`src/hw/rtl/pbrq_pkg.sv`:
```
// ============================================================================
// pbrq_pkg: shared types and codes of the priority bitmap ready queue
// Operation and status codes, sequencer states and memory write-enable groups.
// ============================================================================
package pbrq_pkg;

    // Width of one leaf group of the level bitmap search
    localparam int GROUP = 16;

    typedef enum logic [1:0] {
        OP_ENQ   = 2'd0,
        OP_DEQ   = 2'd1,
        OP_SCHED = 2'd2,
        OP_TICK  = 2'd3
    } t_op;

    typedef enum logic [1:0] {
        ST_OK         = 2'd0,
        ST_QUEUED     = 2'd1,
        ST_NOT_QUEUED = 2'd2,
        ST_NO_RUN     = 2'd3
    } t_status;

    typedef enum logic [4:0] {
        S_IDLE,
        S_DECODE,
        S_PUSH0,
        S_PUSH1,
        S_PUSH2,
        S_UL1,
        S_UL2,
        S_UL3,
        S_PK1,
        S_PK2,
        S_PK3,
        S_SW,
        S_SWP,
        S_TK1,
        S_TKL,
        S_OUT
    } t_state;

    // Field write enables of the per-thread memory
    typedef struct packed {
        logic level;
        logic rr;
        logic sl;
        logic slen;
        logic fwd;
        logic bwd;
    } t_tm_we;

    // Field write enables of the per-level memory
    typedef struct packed {
        logic head;
        logic tail;
    } t_lm_we;

endpackage

```
`src/hw/rtl/pbrq_thread_mem.sv`:
```
// ============================================================================
// pbrq_thread_mem: per-thread record memory
// One port, registered read, field write enables.
// ============================================================================
module pbrq_thread_mem #(
    parameter int THREADS    = 64,
    parameter int LEVELS     = 256,
    parameter int SLICE_BITS = 16
) (
    input  logic                       i_clk,
    input  logic [$clog2(THREADS)-1:0] i_addr,
    input  logic                       i_rd,
    input  pbrq_pkg::t_tm_we           i_we,
    input  logic [$clog2(LEVELS)-1:0]  i_level,
    input  logic                       i_rr,
    input  logic [SLICE_BITS-1:0]      i_sl,
    input  logic [SLICE_BITS-1:0]      i_slen,
    input  logic [$clog2(THREADS)-1:0] i_fwd,
    input  logic [$clog2(THREADS)-1:0] i_bwd,
    output logic [$clog2(LEVELS)-1:0]  o_level,
    output logic                       o_rr,
    output logic [SLICE_BITS-1:0]      o_sl,
    output logic [SLICE_BITS-1:0]      o_slen,
    output logic [$clog2(THREADS)-1:0] o_fwd,
    output logic [$clog2(THREADS)-1:0] o_bwd
);
    localparam int TW = $clog2(THREADS);
    localparam int LW = $clog2(LEVELS);

    logic [LW-1:0]         m_level [THREADS];
    logic                  m_rr    [THREADS];
    logic [SLICE_BITS-1:0] m_sl    [THREADS];
    logic [SLICE_BITS-1:0] m_slen  [THREADS];
    logic [TW-1:0]         m_fwd   [THREADS];
    logic [TW-1:0]         m_bwd   [THREADS];

    always_ff @(posedge i_clk) begin
        if (i_we.level) m_level[i_addr] <= i_level;
        if (i_we.rr)    m_rr[i_addr]    <= i_rr;
        if (i_we.sl)    m_sl[i_addr]    <= i_sl;
        if (i_we.slen)  m_slen[i_addr]  <= i_slen;
        if (i_we.fwd)   m_fwd[i_addr]   <= i_fwd;
        if (i_we.bwd)   m_bwd[i_addr]   <= i_bwd;
        if (i_rd) begin
            o_level <= m_level[i_addr];
            o_rr    <= m_rr[i_addr];
            o_sl    <= m_sl[i_addr];
            o_slen  <= m_slen[i_addr];
            o_fwd   <= m_fwd[i_addr];
            o_bwd   <= m_bwd[i_addr];
        end
    end
endmodule

```
`config.mk`:
```
export PLATFORM = sky130hd
export DESIGN_NAME = pbrq_thread_mem
export DESIGN_NICKNAME = d
export VERILOG_FILES = /design/src/hw/rtl/pbrq_pkg.sv /design/src/hw/rtl/pbrq_thread_mem.sv
export SDC_FILE = /design/constraint.sdc
export NUM_CORES = 2
export LEC_CHECK = 0
export BUFFER_PORTS_ARGS = -buffer_cell sky130_fd_sc_hd__clkbuf_2
export CAP_MARGIN = 20
export CORE_AREA = 10 10 578 580
export CTS_CLUSTER_DIAMETER = 150
export CTS_CLUSTER_SIZE = 30
export DETAILED_ROUTE_END_ITERATION = 8
export DIE_AREA = 0 0 588 590
export MAX_ROUTING_LAYER = met4
export PLACE_DENSITY_LB_ADDON = 0.25
export SYNTH_ARGS = -nofsm -noshare
export SYNTH_HDL_FRONTEND = slang
export SYNTH_SLANG_ARGS = --single-unit
```
`constraint.sdc`:
```
create_clock -name i_clk -period 8.1 [get_ports i_clk]
set_input_delay 1.215 -clock i_clk [delete_from_list [all_inputs] [get_ports i_clk]]
set_output_delay 1.215 -clock i_clk [all_outputs]
set_load 0.1 [all_outputs]
```
# After elaboration in Yosys (flattened, before gate mapping)
# Memories as Yosys holds them, arrays and structs flattened. A register that Yosys moved wholly into a read port is not among the register bits.
# Index checks and enable logic that the tools add are counted.
# word_totals
regBits	0
latchBits	0
ram_bits	3392
romBits	0
input_bits	67
output_inout_bits	53
elab_cells	18
memories	6
# memory_table
name	words	width	read_ports	rd_ports_with_merged_regs	wr	line	source
m_sl	64	16	1	1	1	pbrq_thread_mem.sv:32	logic [SLICE_BITS-1:0] m_sl [THREADS];
m_slen	64	16	1	1	1	pbrq_thread_mem.sv:33	logic [SLICE_BITS-1:0] m_slen [THREADS];
m_level	64	8	1	1	1	pbrq_thread_mem.sv:30	logic [LW-1:0] m_level [THREADS];
m_bwd	64	6	1	1	1	pbrq_thread_mem.sv:35	logic [TW-1:0] m_bwd [THREADS];
m_fwd	64	6	1	1	1	pbrq_thread_mem.sv:34	logic [TW-1:0] m_fwd [THREADS];
m_rr	64	1	1	1	1	pbrq_thread_mem.sv:31	logic m_rr [THREADS];
# op_classes
addsub	0
n_mul	0
n_div	0
n_lt_le_gt_ge	0
n_eq_ne	0
shifts	0
muxes	12
n_bitwise	0
reduce_logical	0
# op_table
operator	count
two-way mux 1 bit	12

# Depth between registers and ports, before layout
# depth
word_depth	2
mapped_depth	12
ltp_nobuf	6

# Worst setup path before layout
# No wires, ideal clock.
# synth_path
path_kind	input port to flip-flop
start	in i_addr[0]
end	mem m_slen[4][0], enable pin
setup_ns	0.388
arrival_ns	3.382
required_ns	7.712
setup_slack_ns	4.329
stages	10
n_path_buf	7
path_cell_list	buf_6 nor2_2 buf_2 buf_4 buf_2 buf_2 nand2_1 buf_2 buf_2 nor2_1
# synth_rtl
element	line	source
start, declared	pbrq_thread_mem.sv:11	input logic [$clog2(THREADS)-1:0] i_addr,
end, declared	pbrq_thread_mem.sv:33	
# Straight into the memory's write port.

==> results.json <==
{
  "timing.final.crit_share": 0.533,
  "row_count": 209,
  "irDropWorstVdd_mv": 0.157,
  "first_iter_violations": 11300,
  "finalCriticalPeriod_ns": 4.31,
  "grt_setup_unrepaired": "false",
  "grt_overall_usage": 0.237,
  "floorplan_die_width_um": 588,
  "setup_viol": 0,
  "io_buffer_count": 119,
  "arrival_ns": 5.07,
  "max-clock-path-buffers": 4,
  "lkg_pwr_nw": 42.4,
  "worst_setup_path_start_kind": "input pin",
  "synth.top_cell.area_share": 0.788,
  "worst_hold_slack_ns": 0.777,
  "post_route_antenna_net_violation_count": 0,
  "timing.max_cap.violations": 0,
  "gp_routability_congestion": 0.851,
  "first_pass_grt_wire_length_um": 579000,
  "layout-drive-gt1-share": 0.116,
  "final_routed_wire_length_divided_by_cell_count_um": 35.6,
  "power_frac_seq": 0.648,
  "total_switching_power_mw": 7.18,
  "syn-cell-area_um2": 131000,
  "top_cells_by_area_in_the_synthesized_netlist": "edfxtp_1 (79%), a221oi_1 (5.6%), mux2i_1 (1.9%)",
  "route.vias.total": 74800,
  "worst_setup_hold_path_clk_slew_ns": 0.12,
  "cts_repair_resize_count": 0,
  "synth_async_sr_flop_share": 0,
  "tritoncts": "built",
  "crit_required_ns": 8.85,
  "post_synthesis_mean_instance_area_um2": 17.7,
  "wl_um": 417000,
  "core_region_area_um2": 323000,
  "worst-slew-pin-transition_ns": 1.38,
  "power.combinational.fraction": 0.078,
  "pin_count_of_the_biggest_net_entering_global_routing": 141,
  "synth_flop_cell": "edfxtp_1",
  "crit_path_end_kind": "flop",
  "fin_total_pwr_mw": 30.7,
  "die_h_um": 590,
  "hpwl_um": 245000,
  "hold_viol": 0,
  "skew_ns": 0.0566,
  "max_freq_mhz": 232,
  "synth_seq_cells": 3445,
  "hold_buffers_post_cts": 0,
  "die_area_um2": 347000,
  "floorplan.initialDensity": 0.407,
  "clkLatencyLatePin_ns": 0.90,
  "synth-edff-count": 3445,
  "timing.setup.critical_path_class": "in -> reg",
  "critPathMaxFanout": 101,
  "fin_ws_ns": 3.79,
  "drc_violations_left": 0,
  "overflow": 0,
  "detail_route.first_pass.iterations": 6,
  "layout_commonest_cell": "edfxtp_1",
  "vias_per_cell": 6.39,
  "area_growth_syn_to_layout_pct": 7.34,
  "post_synth_cell_types": 62,
  "cts_setup_buffers": 0,
  "num_clock_sinks": 3445,
  "run_status": "completed",
  "grt_pass1_vias": 72200,
  "slew-limit-headroom": 0.0800,
  "mostFrequentLayoutCells": "edfxtp_1 (3,445), a221oi_1 (842), nor2_1 (528)",
  "setup_total_negative_slack_ns": 0,
  "synth_seq_area_share": 0.788,
  "design.portCount": 120,
  "hold_path_class": "reg -> reg",
  "power.clock.fraction": 0.275,
  "nNetsFinal": 7433,
  "antenna_violations_before_repair": 31,
  "cts_buffers": 140,
  "cts-root-buf": "clkbuf_16",
  "synthesis.instances": 7409,
  "syn-num-nets": 7476,
  "power_density_nw_per_um2": 218,
  "yosysTopAreaCell": "edfxtp_1",
  "final_max_slew_viol_count": 0,
  "sw_frac_of_total": 0.234,
  "yosys_warnings": 0,
  "htree_levels": 4,
  "cellInternalPower_mw": 23.5,
  "post-place-ws_ns": 2.89
}
==> critical path: stages <==
cell and delay (ns):
buf_8 0.39, buf_12 0.55, and2_4 0.62, buf_4 0.84, a221oi_1 0.26, o21ai_0 0.49, o211ai_1 0.20, a21oi_1 0.18
or4_1 0.14
==> flip-flops by register name, summed over array words and instances (netlist names) <==
signal   count
m_fwd      384
m_slen    1024
o_bwd        6
o_slen      16
o_rr         1
m_level    512
m_sl      1024
o_level      8
m_bwd      384
o_fwd        6
m_rr        64
o_sl        16
==> final cells by class <==
cell class                 instances  area, um^2
sequential                      3445      103000
inverter                           5        43.8
multi-input combinational       3364       25300
antenna                           24        60.1
fill                           28000      182000
clock inverter                     3        25.0
clock buffer                     143        3580
tap                             4325        5410
timing repair buffer             410        3150
==> power groups by stage <==
stage	Clock (mW)	Combinational (mW)	Sequential, mW
floorplan	0	1.03	20.4
global placement	0	2.34	20.3
detailed placement	0	2.37	20.3
CTS	8.52	2.37	19.9
global route	9.06	2.47	19.9
finish	8.43	2.39	19.9
==> logic make-up after synthesis <==
kind of cell           count (synthesis)  synth area share
DFF                                 3445             0.788
muxes                                490            0.0472
buffers and inverters                600            0.0217
and+or+nand+nor                      942            0.0300
AOI/OAI and AO/OA                   1932             0.113
==> synth_stat cells (4+ instances only) <==
master        n
nor2_1      543
o21a_1       22
a221oi_1    842
nor3_1        7
mux2_2      149
mux2i_1     246
o211ai_1     26
buf_4        32
mux2_1        6
nand3_1       6
o22a_1       27
edfxtp_1   3445
or4_1         6
a221oi_2     10
a221o_1      25
o22ai_1     310
a21oi_1      86
nand2_1     283
buf_1        65
nand4_1      27
or3_1         4
mux4_2       88
a222oi_1     22
clkbuf_1    279
o2111ai_1     4
o2111a_1     20
nor2b_1       6
o221ai_1     17
o21ai_0     181
buf_6        29
buf_2       188
a22o_1       46
a22oi_1     277
nand4bb_1    21
and2_1       24
==> routing by layer <==
layer  vias to the layer above  part of all wire  routed length, um  global-route usage
li1                      30500                 -                  -                   -
met5                         -                 0                  0                   -
met1                     39400              0.39             164000               0.315
met4                         0             0.037              15400              0.0785
met3                       605             0.095              39800              0.0404
met2                      4277              0.47             197000               0.374
==> final timing paths <==
kind	endpoint	depth (start not counted)	start	slack [ns]
hold reg to reg	o_slen[14]$_DFFE_PP_	4	m_slen[52][14]$_DFFE_PP_	0.78
setup / recovery	o_level[7]$_DFFE_PP_	9	i_addr[2]	3.79
setup reg to reg	o_bwd[5]$_DFFE_PP_	5	m_bwd[49][5]$_DFFE_PP_	5.48
hold / removal	o_slen[14]$_DFFE_PP_	4	m_slen[52][14]$_DFFE_PP_	0.78
==> through the flow <==
| step | std cells | instance area, um^2 | util |
|---|---|---|---|
| after floorplan | 7409 | 131000 | - |
| after global placement | 11500 | 137000 | 0.425 |
| after detailed placement | 11500 | 137000 | 0.425 |
| after CTS | 11700 | 141000 | 0.436 |
| after global routing | 11700 | 141000 | 0.437 |
| final | 11700 | 141000 | 0.437 |
Note: power is estimated with default switching activity, not from simulation.
