[config.mk]
export PLATFORM = sky130hd
export DESIGN_NAME = pbrq_bitmap
export DESIGN_NICKNAME = d
export VERILOG_FILES = /design/src/hw/rtl/pbrq_pkg.sv /design/src/hw/rtl/pbrq_bitmap.sv
export SDC_FILE = /design/constraint.sdc
export NUM_CORES = 1
export LEC_CHECK = 0
export BUFFER_PORTS_ARGS = -buffer_cell sky130_fd_sc_hd__buf_2
export CORE_UTILIZATION = 57
export DETAILED_ROUTE_END_ITERATION = 8
export PLACE_DENSITY = 0.76
export SYNTH_ARGS = -nofsm -noshare
export SYNTH_HDL_FRONTEND = slang
export SYNTH_SLANG_ARGS = --single-unit
[constraint.sdc]
create_clock -name i_clk -period 2.06 [get_ports i_clk]
set_input_delay 0 -clock i_clk [delete_from_list [all_inputs] [get_ports i_clk]]
set_output_delay 0 -clock i_clk [all_outputs]
set_load 0.02 [all_outputs]
[src/hw/rtl/pbrq_pkg.sv]
// ============================================================================
// pbrq_pkg: shared types and codes of the priority bitmap ready queue
// Operation and status codes, sequencer states and memory write-enable groups.
// ============================================================================
package pbrq_pkg;

    // Width of one leaf group of the level bitmap search
    localparam int GROUP = 16;

    typedef enum logic [1:0] {
        OP_ENQ   = 2'd0,
        OP_DEQ   = 2'd1,
        OP_SCHED = 2'd2,
        OP_TICK  = 2'd3
    } t_op;

    typedef enum logic [1:0] {
        ST_OK         = 2'd0,
        ST_QUEUED     = 2'd1,
        ST_NOT_QUEUED = 2'd2,
        ST_NO_RUN     = 2'd3
    } t_status;

    typedef enum logic [4:0] {
        S_IDLE,
        S_DECODE,
        S_PUSH0,
        S_PUSH1,
        S_PUSH2,
        S_UL1,
        S_UL2,
        S_UL3,
        S_PK1,
        S_PK2,
        S_PK3,
        S_SW,
        S_SWP,
        S_TK1,
        S_TKL,
        S_OUT
    } t_state;

    // Field write enables of the per-thread memory
    typedef struct packed {
        logic level;
        logic rr;
        logic sl;
        logic slen;
        logic fwd;
        logic bwd;
    } t_tm_we;

    // Field write enables of the per-level memory
    typedef struct packed {
        logic head;
        logic tail;
    } t_lm_we;

endpackage

[src/hw/rtl/pbrq_bitmap.sv]
// ============================================================================
// pbrq_bitmap: non-empty level bitmap with two-stage highest-level search
// Group summary encode, then encode inside the winning group.
// ============================================================================
module pbrq_bitmap #(
    parameter int LEVELS = 256
) (
    input  logic                      i_clk,
    input  logic                      i_rst_n,
    input  logic                      i_set,
    input  logic                      i_clr,
    input  logic [$clog2(LEVELS)-1:0] i_lvl,
    output logic                      o_bit,
    output logic                      o_any,
    output logic [$clog2(LEVELS)-1:0] o_lvl
);
    localparam int LW  = $clog2(LEVELS);
    localparam int G   = pbrq_pkg::GROUP;
    localparam int NG  = (LEVELS + G - 1) / G;
    localparam int GW  = (NG > 1) ? $clog2(NG) : 1;
    localparam int PAD = NG * G;
    localparam int EW  = $clog2(G);

    logic [LEVELS-1:0] r_bits;
    logic [PAD-1:0]    w_pad;
    logic [NG-1:0]     w_sum;
    logic [GW-1:0]     w_gsel;
    logic [GW-1:0]     r_grp;
    logic              r_any1;
    logic [G-1:0]      w_win;
    logic [EW-1:0]     w_isel;

    assign w_pad = PAD'(r_bits);
    assign o_bit = r_bits[i_lvl];

    always_comb begin
        w_gsel = '0;
        for (int g = 0; g < NG; g++) begin
            w_sum[g] = |w_pad[g*G +: G];
            if (w_sum[g]) w_gsel = GW'(g);
        end
    end

    assign w_win = w_pad[32'(r_grp)*G +: G];

    always_comb begin
        w_isel = '0;
        for (int i = 0; i < G; i++) begin
            if (w_win[i]) w_isel = EW'(i);
        end
    end

    always_ff @(posedge i_clk) begin
        if (!i_rst_n) begin
            r_bits <= '0;
        end else begin
            if (i_set) r_bits[i_lvl] <= 1'b1;
            if (i_clr) r_bits[i_lvl] <= 1'b0;
        end
        r_grp  <= w_gsel;
        r_any1 <= |w_sum;
        o_any  <= r_any1;
        o_lvl  <= LW'(32'(r_grp)*G + 32'(w_isel));
    end
endmodule

Word-level counts from Yosys, hierarchy flattened
Cells that the tools add are included.

storage, ports and cells
  bits in registers = 270
  bits of input ports = 12
  output and inout bits = 10

operators by class
  add/subtract/negate cells = 1
  order comparisons = 2
  shifts and indexed selects = 1
  muxes and demuxes = 36
  bitwise logic cells = 3
  reductions and logical operators = 20

operators by type and width
  kind                                                               count
  2-to-1 mux 256 bit                                                 3
  AND 256 bit                                                        1
  NOT 256 bit                                                        1
  OR 256 bit                                                         1
  OR reduction 256 bit                                               1
  variable part select 256 x 9 -> 16 bit                             1
  OR reduction 16 bit                                                15
  OR reduction 128 bit                                               1
  2-to-1 mux 4 bit                                                   20
  OR reduction 64 bit                                                1
  OR reduction 32 bit                                                1
  2-to-1 mux 3 bit                                                   4
  < comparator 8 x 9 -> 1 bit, second input constant                 1
  adder 8 x 4 -> 8 bit                                               1
  binary-select mux 1 bit (select 8 bit)                             1
  demux 1 bit (select 8 bit)                                         1
  greater-or-equal comparator 8 x 1 -> 1 bit, second input constant  1
  2-to-1 mux 1 bit                                                   5
  2-to-1 mux 2 bit                                                   2
  logical AND 1 bit                                                  1

Depth between registers and ports, before layout
Gate-level depths: netlist (run 1).

  depth in word-level cells = 17
  depth in mapped cells = 10
  gate-level depth less buffers = 6

Worst setup path before layout (run 1)
OpenSTA, ideal clock, no wires.

  path type = reg-to-reg
  from = register r_grp[0]
  to = register o_lvl[1]
  library setup time = 122 ps
  arrival time = 2144 ps
  setup slack = -206 ps
  cell stages (with the launch flop) = 8
  period minus slack after synthesis = 2266 ps
  cells stage by stage = dfxtp_1 buf_6 buf_6 mux4_2 mux4_2 nor2_4 nand2_1 a311o_1

between the ends
  word-level cells in the longest chain between the ends = 17

RTL lines
  what                                        line               RTL
  from (decl)                                 pbrq_bitmap.sv:28  logic [GW-1:0] r_grp;
  from (signal assigned)                      pbrq_bitmap.sv:60  r_grp <= w_gsel;
  variable part select 256 x 9 -> 16 bit (*)  pbrq_bitmap.sv:44  assign w_win = w_pad[32'(r_grp)*G +: G];
  2-to-1 mux 1 bit                            pbrq_bitmap.sv:49  if (w_win[i]) w_isel = EW'(i);
  2-to-1 mux 4 bit (13 in a row)              pbrq_bitmap.sv:49
  2-to-1 mux 4 bit (*)                        pbrq_bitmap.sv:49
  adder 8 x 4 -> 8 bit (*)                    pbrq_bitmap.sv:63  o_lvl <= LW'(32'(r_grp)*G + 32'(w_isel));
  to (signal assigned)                        pbrq_bitmap.sv:63
  to (decl)                                   pbrq_bitmap.sv:15  output logic [$clog2(LEVELS)-1:0] o_lvl

Every way passes the cells marked *; elsewhere a longest branch is shown, timed or not.
A chain may end at the register's enable or synchronous reset.

Worst setup path in the final report (run 1)
  from = register r_bits[146]
  to = output o_bit

between the ends
  word-level cells in the longest chain between the ends = 2

RTL lines
  what                                    line               RTL
  from (decl)                             pbrq_bitmap.sv:24  logic [LEVELS-1:0] r_bits;
  from (signal assigned)                  pbrq_bitmap.sv:55  r_bits <= '0;
  from (signal, indexed assignment)       pbrq_bitmap.sv:57  if (i_set) r_bits[i_lvl] <= 1'b1;
  from (signal, indexed assignment)       pbrq_bitmap.sv:58  if (i_clr) r_bits[i_lvl] <= 1'b0;
  binary-select mux 1 bit (select 8 bit)  pbrq_bitmap.sv:34  assign o_bit = r_bits[i_lvl];
  2-to-1 mux 1 bit (implied by the code)  pbrq_bitmap.sv:34
  to (decl)                               pbrq_bitmap.sv:13  output logic o_bit,

No other way between the ends. The select of a mux whose other input is x is not followed.

==> flow_summary_export.csv, run 1 <==
group,metric,value,unit
outcome,outcome,"complete, but fails checks",
outcome,violations,"setup timing",
min_path,hp-class,"primary input to flip-flop",
sta,max_freq,368,MHz
layout,syn_to_final_growth,27.2,%
routing,wl_per_cell,30.5,µm
floorplanning,start_util,0.580,
clock_tree,cts_tree,"yes",
routing,detail-route-antenna-nets,0,
clock_tree,cts_max_path_buffers,3,
synth,yosys.area.top_type,"dfxtp_1",
critical_path,cp_common_cell,"buf_4",
sta,grt_setup_unrepaired,"true",
sta,fin_crit,2.72,ns
routing,vias,16479,
global_routing,grt_max_degree,78,
floorplanning,die_w,162,µm
critical_path,worstSetupEndpointType,"output port",
layout,drive_gt1_frac,0.304,
run,maxCapViolCount,0,
global_routing,grt_pass1_wl,100000,µm
synth,synth_top_family_by_area,"compound AO/OA/AOI/OAI gates",
routing,avgViaCountPerCell,7.30,
sta,setup_violations,6,
synth,ys_ff_latch,270,
clock_tree,clk_pin_slew_worst_paths,0.06,ns
sta,drv_slew,0,
critical_path,critPathMaxFanout,3,
placement,post-dp-hpwl,49700,µm
synth,yosys.area.top_type_share,0.371,
global_routing,antenna_found_initial,2,
sta,tns,-1.94,ns
global_routing,first_global_vias,15423,
synth,synthAdderAreaFrac,0,
global_routing,gr-total-overflow,0,
critical_path,startpoint,"r_bits[146]$_SDFF_PN0_",
floorplanning,rows,58,
sta,setup_slack,-0.656,ns
critical_path,critPathArrivalTime,2.72,ns
synth,ys.warnings.count,0,
clock_tree,htreeDepth,1,
synth,ys_seq_area_frac,0.371,
synth,synthArstFlopShare,0,
clock_tree,cts-buffers-inserted,29,
layout,utilization,0.737,
sta,tightest_slew,1.32,ns
critical_path,reg2reg_slack,-0.34,ns
synth,synth-simple-area-share,0.155,
routing,dr.pass1.iters,6,
min_path,min-delay-start,"i_lvl[4]",
floorplanning,die_area,26200,µm²
sta,finalHoldViolCount,0,
global_routing,grt_usage,0.522,
floorplanning,io_pins,22,
critical_path,cp_cell_sequence,"buf_4 > mux4_2 > a22oi_1 > a21oi_1 > o21ai_1 > buf_4 > nand2_1 > nand4b_1 > buf_4",
synth,synth-edff-count,0,
min_path,min_path_cells,5,
routing,drt_wl_total,68700,µm
synth,avgSynthCellArea,8.81,µm²
critical_path,worst_ep_required_time,2.06,ns
pwr,p_per_area,698,nW/µm²
critical_path,rr_endpoint,"o_lvl[1]$_SDFF_PP1_",
sta,timing.final.crit_share,1.32,
synth,synth_mux_area_frac,0.211,
layout,nNetsFinal,1916,
clock_tree,worstSkewPairLatency,0.56,ns
layout,n_fill_cell,1863,
clock_tree,cts_root_buffer,"clkbuf_16",
synth,synthFlopType,"dfxtp_1",
routing,drc,0,
routing,drtIter0Drc,3384,
synth,yosysUniqueCellTypes,55,
synth,synth_area_leaders,"dfxtp_1 37%, mux4_2 18%, a21oi_1 9.1%",
critical_path,slowest_delay,0.48,ns
synth,synth_xor_area_frac,0,
critical_path,timing.rr.start,"r_grp[0]$_SDFF_PP1_",
placement,place_congestion,1.16,
floorplanning,die_h,162,µm
synth,synth_area,14600,µm²
layout,diodes,0,
placement,portBuffers,21,
critical_path,crit_path_top_delay_cell,"mux4_2",
pwr,vdd_drop_max,851,µV
sta,slew-limit-headroom,0.115,
critical_path,ff2ff_path_depth,8,
floorplanning,coreArea,25100,µm²
synth,netlist_instances,1651,
pwr,leakagePower,7.18,nW
critical_path,worstSetupPathType,"flip-flop to output port",
min_path,hold_end,"r_bits[132]$_SDFF_PN0_",
synth,synth_compound_area_frac,0.216,
synth,syn_nets,1663,
critical_path,start_kind,"flip-flop",
clock_tree,clock_sinks,270,
sta,fin_skew,0.0186,ns
## Yosys cell counts (8+ instances only)
master and n:
nand4_1 14, dfxtp_1 270, a22oi_1 22, and2_1 8, nor2_1 297, a22o_1 9
nand2_1 48, buf_4 9, clkbuf_1 109, o21ai_0 262, a21oi_1 266, buf_2 15
nor3_1 13, nor4_1 68, nand2b_1 8, mux4_2 118, mux2i_1 22, nor2b_1 14
nand3_1 10
## worst max path at each step
stage	to	slack, ns
2_1_floorplan	o_lvl[1]$_SDFF_PP1_	-0.17
3_3_place_gp	o_lvl[2]$_SDFF_PP1_	-0.31
3_5_place_dp	o_lvl[2]$_SDFF_PP1_	-0.37
4_1_cts	o_bit	-0.63
5_1_grt	o_bit	-0.65
6_report	o_bit	-0.66
## power breakdown
group	internal [W]	switching, W	leakage, nW	total, W
combinational	0.000862	0.00114	4.50	0.00200
sequential	0.00529	0.0000567	2.18	0.00535
clock	0.00333	0.00225	0.497	0.00558
## per-stage QoR
| step | area, µm² | total power [W] | setup WS [ns] | hold WS [ns] | cells |
|---|---|---|---|---|---|
| floorplan | 14600 | 0.00657 | -0.171 | 0.310 | 1651 |
| global placement | 17100 | 0.00719 | -0.306 | 0.311 | 2188 |
| detailed placement | 17100 | 0.00724 | -0.366 | 0.312 | 2188 |
| CTS | 18300 | 0.0128 | -0.629 | 0.0273 | 2250 |
| global route | 18500 | 0.0132 | -0.650 | 0.0836 | 2256 |
| finish | 18500 | 0.0129 | -0.656 | 0.0395 | 2256 |
## layer usage
metal | global-route usage | routed length, µm | part of all wire
met1 | 0.656 | 23600 | 0.34
met2 | 0.784 | 29400 | 0.43
met3 | 0.144 | 9750 | 0.14
met5 | 0 | 23 | 0.00033
met4 | 0.351 | 6030 | 0.088
## flip-flops by register name (all words and copies together), names as in the netlist
name / count
o_any: 1
r_grp: 4
r_bits: 256
o_lvl: 8
r_any1: 1
## kinds of logic after synthesis
group | count (synthesis)
AO/OA/AOI/OAI | 591
flip-flops | 270
AND/OR/NAND/NOR | 495
buffers and inverters | 146
multiplexers | 149
## timing repair
item / CTS / global route
gates cloned: 2 / 0
setup buffers: 6 / 7
hold endpoints to repair: 51 / 0
hold buffers: 1 / 0
gates resized for setup: 26 / 38
pin swaps: 5 / 15
setup endpoints to repair: 6 / 8
## critical path: cells and delay by family, from the launching register on
family	cells	cell delay (ns)
buffers and inverters	3	0.57
muxes	1	0.48
AOI/OAI and AO/OA	3	0.48
DFF	1	0.35
and+or+nand+nor	2	0.28
## layout by cell type (no fill, tap or decap), types with 4 or more instances in the layout
| master | Yosys | routed |
|---|---|---|
| nor3_1 | 13 | 8 |
| dfxtp_1 | 270 | 262 |
| clkbuf_8 | 0 | 7 |
| nand2b_1 | 8 | 8 |
| nor3_2 | 1 | 6 |
| mux2i_1 | 22 | 21 |
| nor2_1 | 297 | 294 |
| a22oi_1 | 22 | 19 |
| buf_12 | 2 | 14 |
| nand3_1 | 10 | 10 |
| a21oi_1 | 266 | 264 |
| buf_6 | 6 | 7 |
| inv_1 | 4 | 4 |
| clkbuf_16 | 0 | 29 |
| buf_2 | 15 | 18 |
| buf_4 | 9 | 321 |
| nor2b_1 | 14 | 14 |
| nand2_1 | 48 | 48 |
| nor4_1 | 68 | 53 |
| mux4_1 | 6 | 4 |
| o21ai_0 | 262 | 259 |
| clkinv_2 | 0 | 6 |
| clkbuf_1 | 109 | 4 |
| nor4_2 | 1 | 12 |
| mux4_2 | 118 | 120 |
| nor4_4 | 1 | 5 |
| bufinv_16 | 0 | 4 |
| dfxtp_2 | 0 | 6 |
| a22o_1 | 9 | 7 |
| and2_1 | 8 | 8 |
| nand4_1 | 14 | 14 |
## final cells by class
class                   instances  area [µm²]  share of cell area
multi-input cells            1235        8730               0.471
flip-flops and latches        270        5420               0.293
repair buffers                364        2930               0.158
clock buffers                  40         837              0.0452
well taps                     330         413              0.0223
clock inverters                13         174             0.00939
inverters                       4        15.0            0.000811
Note: power is estimated with default switching activity, not from simulation.
==> inputs of run 2 (changes only) <==
--- a/config.mk
+++ b/config.mk
@@ -7,7 +7,7 @@
 export LEC_CHECK = 0
 export BUFFER_PORTS_ARGS = -buffer_cell sky130_fd_sc_hd__buf_2
-export CORE_UTILIZATION = 57
+export CORE_UTILIZATION = 65
 export DETAILED_ROUTE_END_ITERATION = 8
-export PLACE_DENSITY = 0.76
+export PLACE_DENSITY = 0.82
 export SYNTH_ARGS = -nofsm -noshare
 export SYNTH_HDL_FRONTEND = slang
==> constraint.sdc (replaced) <==
create_clock -name i_clk -period 3.4 [get_ports i_clk]
set_input_delay 0.17 -clock i_clk [delete_from_list [all_inputs] [get_ports i_clk]]
set_output_delay 0.17 -clock i_clk [all_outputs]
set_load 0.02 [all_outputs]
==> run 2 against run 1 <==
Sequential power decreased by 39%. Sequential share of layout area increased by 4.4 points. Highest routed layer unchanged. Total power decreased by 41%. Core utilization decreased by 0.29 points. The run now ends clean. Largest power group unchanged. Critical path depth decreased by 2.
==> flow_summary_export.csv, run 2 (synthesis results as in run 1) <==
group,metric,value,unit
outcome,outcome,"completed",
floorplanning,start_util,0.665,
global_routing,first_global_vias,13717,
critical_path,crit_cells,7,
critical_path,critPathArrivalTime,2.89,ns
floorplanning,die_area,23000,µm²
critical_path,cp_top_family,"compound AO/OA/AOI/OAI gates",
global_routing,grt_pass1_wl,87900,µm
critical_path,critPathMaxFanout,4,
placement,post-dp-hpwl,40200,µm
routing,drt_wl_total,59700,µm
critical_path,crit_path_top_delay_cell,"mux4_2",
layout,top_register,"r_bits",
sta,grt_setup_unrepaired,"false",
layout,final_common_cell,"nor2_1",
critical_path,worstSetupEndpointType,"output port",
sta,tightest_slew,1.34,ns
pwr,vdd_drop_max,435,µV
run,maxCapViolCount,0,
clock_tree,postCtsSetupBuffers,0,
min_path,min_path_cells,3,
floorplanning,io_pins,22,
routing,drtIter0Drc,2316,
sta,fin_crit,3.06,ns
layout,layout_common_cells,"297 x nor2_1, 268 x dfxtp_1, 266 x a21oi_1, 262 x o21ai_0, 118 x mux4_2",
layout,largest_register_ffs,256,
sta,setup_violations,0,
sta,timing.final.crit_share,0.901,
routing,drc,0,
clock_tree,cts-buffers-inserted,28,
global_routing,grt_max_degree,157,
clock_tree,cts_root_buffer,"clkbuf_16",
critical_path,cp_cell_sequence,"mux4_2 > a22o_1 > a221oi_1 > nor3_1 > o31ai_2 > nand4b_1 > buf_6",
clock_tree,clk_pin_slew_worst_paths,0.07,ns
global_routing,antenna_found_initial,5,
placement,postPlaceCellArea,15000,µm²
global_routing,gr-total-overflow,0,
sta,max_freq,326,MHz
floorplanning,coreArea,21900,µm²
routing,dr.pass1.iters,7,
layout,top_regs,"r_bits x256, o_lvl x8, r_grp x4",
clock_tree,clock_sinks,270,
critical_path,worstSetupPathType,"flip-flop to output port",
layout,n_fill_cell,1625,
floorplanning,rows,54,
routing,vias,15130,
min_path,hp-class,"primary input to flip-flop",
placement,place_congestion,1.09,
layout,fin_area,16100,µm²
layout,drive_gt1_frac,0.167,
critical_path,worst_ep_required_time,3.23,ns
sta,slew-limit-headroom,0.103,
routing,avgViaCountPerCell,7.79,
critical_path,slowest_delay,0.48,ns
layout,syn_to_final_growth,10.5,%
pwr,leakagePower,5.69,nW
clock_tree,cts_tree,"yes",
placement,portBuffers,21,
sta,drv_slew,0,
clock_tree,cts_max_path_buffers,3,
sta,fin_skew,0.0348,ns
pwr,p_per_area,473,nW/µm²
clock_tree,htreeDepth,1,
sta,tns,0,ns
routing,detail-route-antenna-nets,0,
critical_path,start_kind,"flip-flop",
critical_path,ff2ff_path_depth,7,
critical_path,critPathBufInv,1,
floorplanning,die_h,152,µm
layout,nNetsFinal,1648,
global_routing,grt_usage,0.529,
routing,wl_per_cell,30.7,µm
floorplanning,die_w,152,µm
clock_tree,worstSkewPairLatency,0.58,ns
sta,finalHoldViolCount,0,
run 2: final cells by class:
type	count	area, µm²	share of cell area
clock inverters	10	186	0.0116
clock buffers	41	841	0.0523
well taps	280	350	0.0218
flip-flops and latches	270	5410	0.337
repair buffers	97	744	0.0463
multi-input cells	1235	8520	0.530
inverters	4	15.0	0.000934
diodes	4	10.0	0.000623
run 2: worst register-to-register path, cell delays in order (launching register included):
cell and delay [ns]:
dfxtp_4 0.56, buf_12 0.25, mux4_2 0.57, a22o_1 0.27, a221oi_1 0.32, a2111oi_1 0.15
or3_1 0.38, a21oi_1 0.17
run 2: power breakdown:
part	internal, W	switching (W)	leakage (nW)
sequential	0.00320	0.0000674	2.18
combinational	0.000336	0.000578	3.00
clock	0.00209	0.00133	0.507
run 2: final timing paths:
| path | start | slack [ns] | end |
|---|---|---|---|
| worst max register to register | r_grp[0]$_SDFF_PP1_ | 0.61 | o_lvl[0]$_SDFF_PP1_ |
| worst min-delay path | i_rst_n | 0.22 | r_bits[139]$_SDFF_PN0_ |
| worst max-delay path | r_bits[127]$_SDFF_PN0_ | 0.34 | o_bit |
| worst min register to register | r_any1$_DFF_P_ | 0.33 | o_any$_DFF_P_ |
run 2: repair_timing:
action	4_1_cts	5_1_grt
hold buffers	0	0
setup endpoints to repair	0	1
resized for setup	0	5
run 2: metrics by stage:
step           setup slack (ns)  power (W)  hold slack [ns]  utilization  std cells
2_1_floorplan              1.04    0.00397            0.310            -       1651
3_3_place_gp              0.431    0.00420            0.314        0.686       1886
3_5_place_dp              0.422    0.00421            0.315        0.686       1886
4_1_cts                   0.356    0.00757            0.215        0.733       1937
5_1_grt                   0.255    0.00778            0.270        0.734       1938
6_report                  0.336    0.00760            0.221        0.734       1941
run 2: metal layers:
| layer | vias to the layer above | routed length [µm] | track usage |
|---|---|---|---|
| li1 | 6129 | - | - |
| met1 | 7061 | 20100 | 0.666 |
| met2 | 1544 | 24700 | 0.766 |
| met3 | 392 | 10200 | 0.216 |
| met4 | 4 | 4600 | 0.299 |
| met5 | - | 90 | 0.0273 |
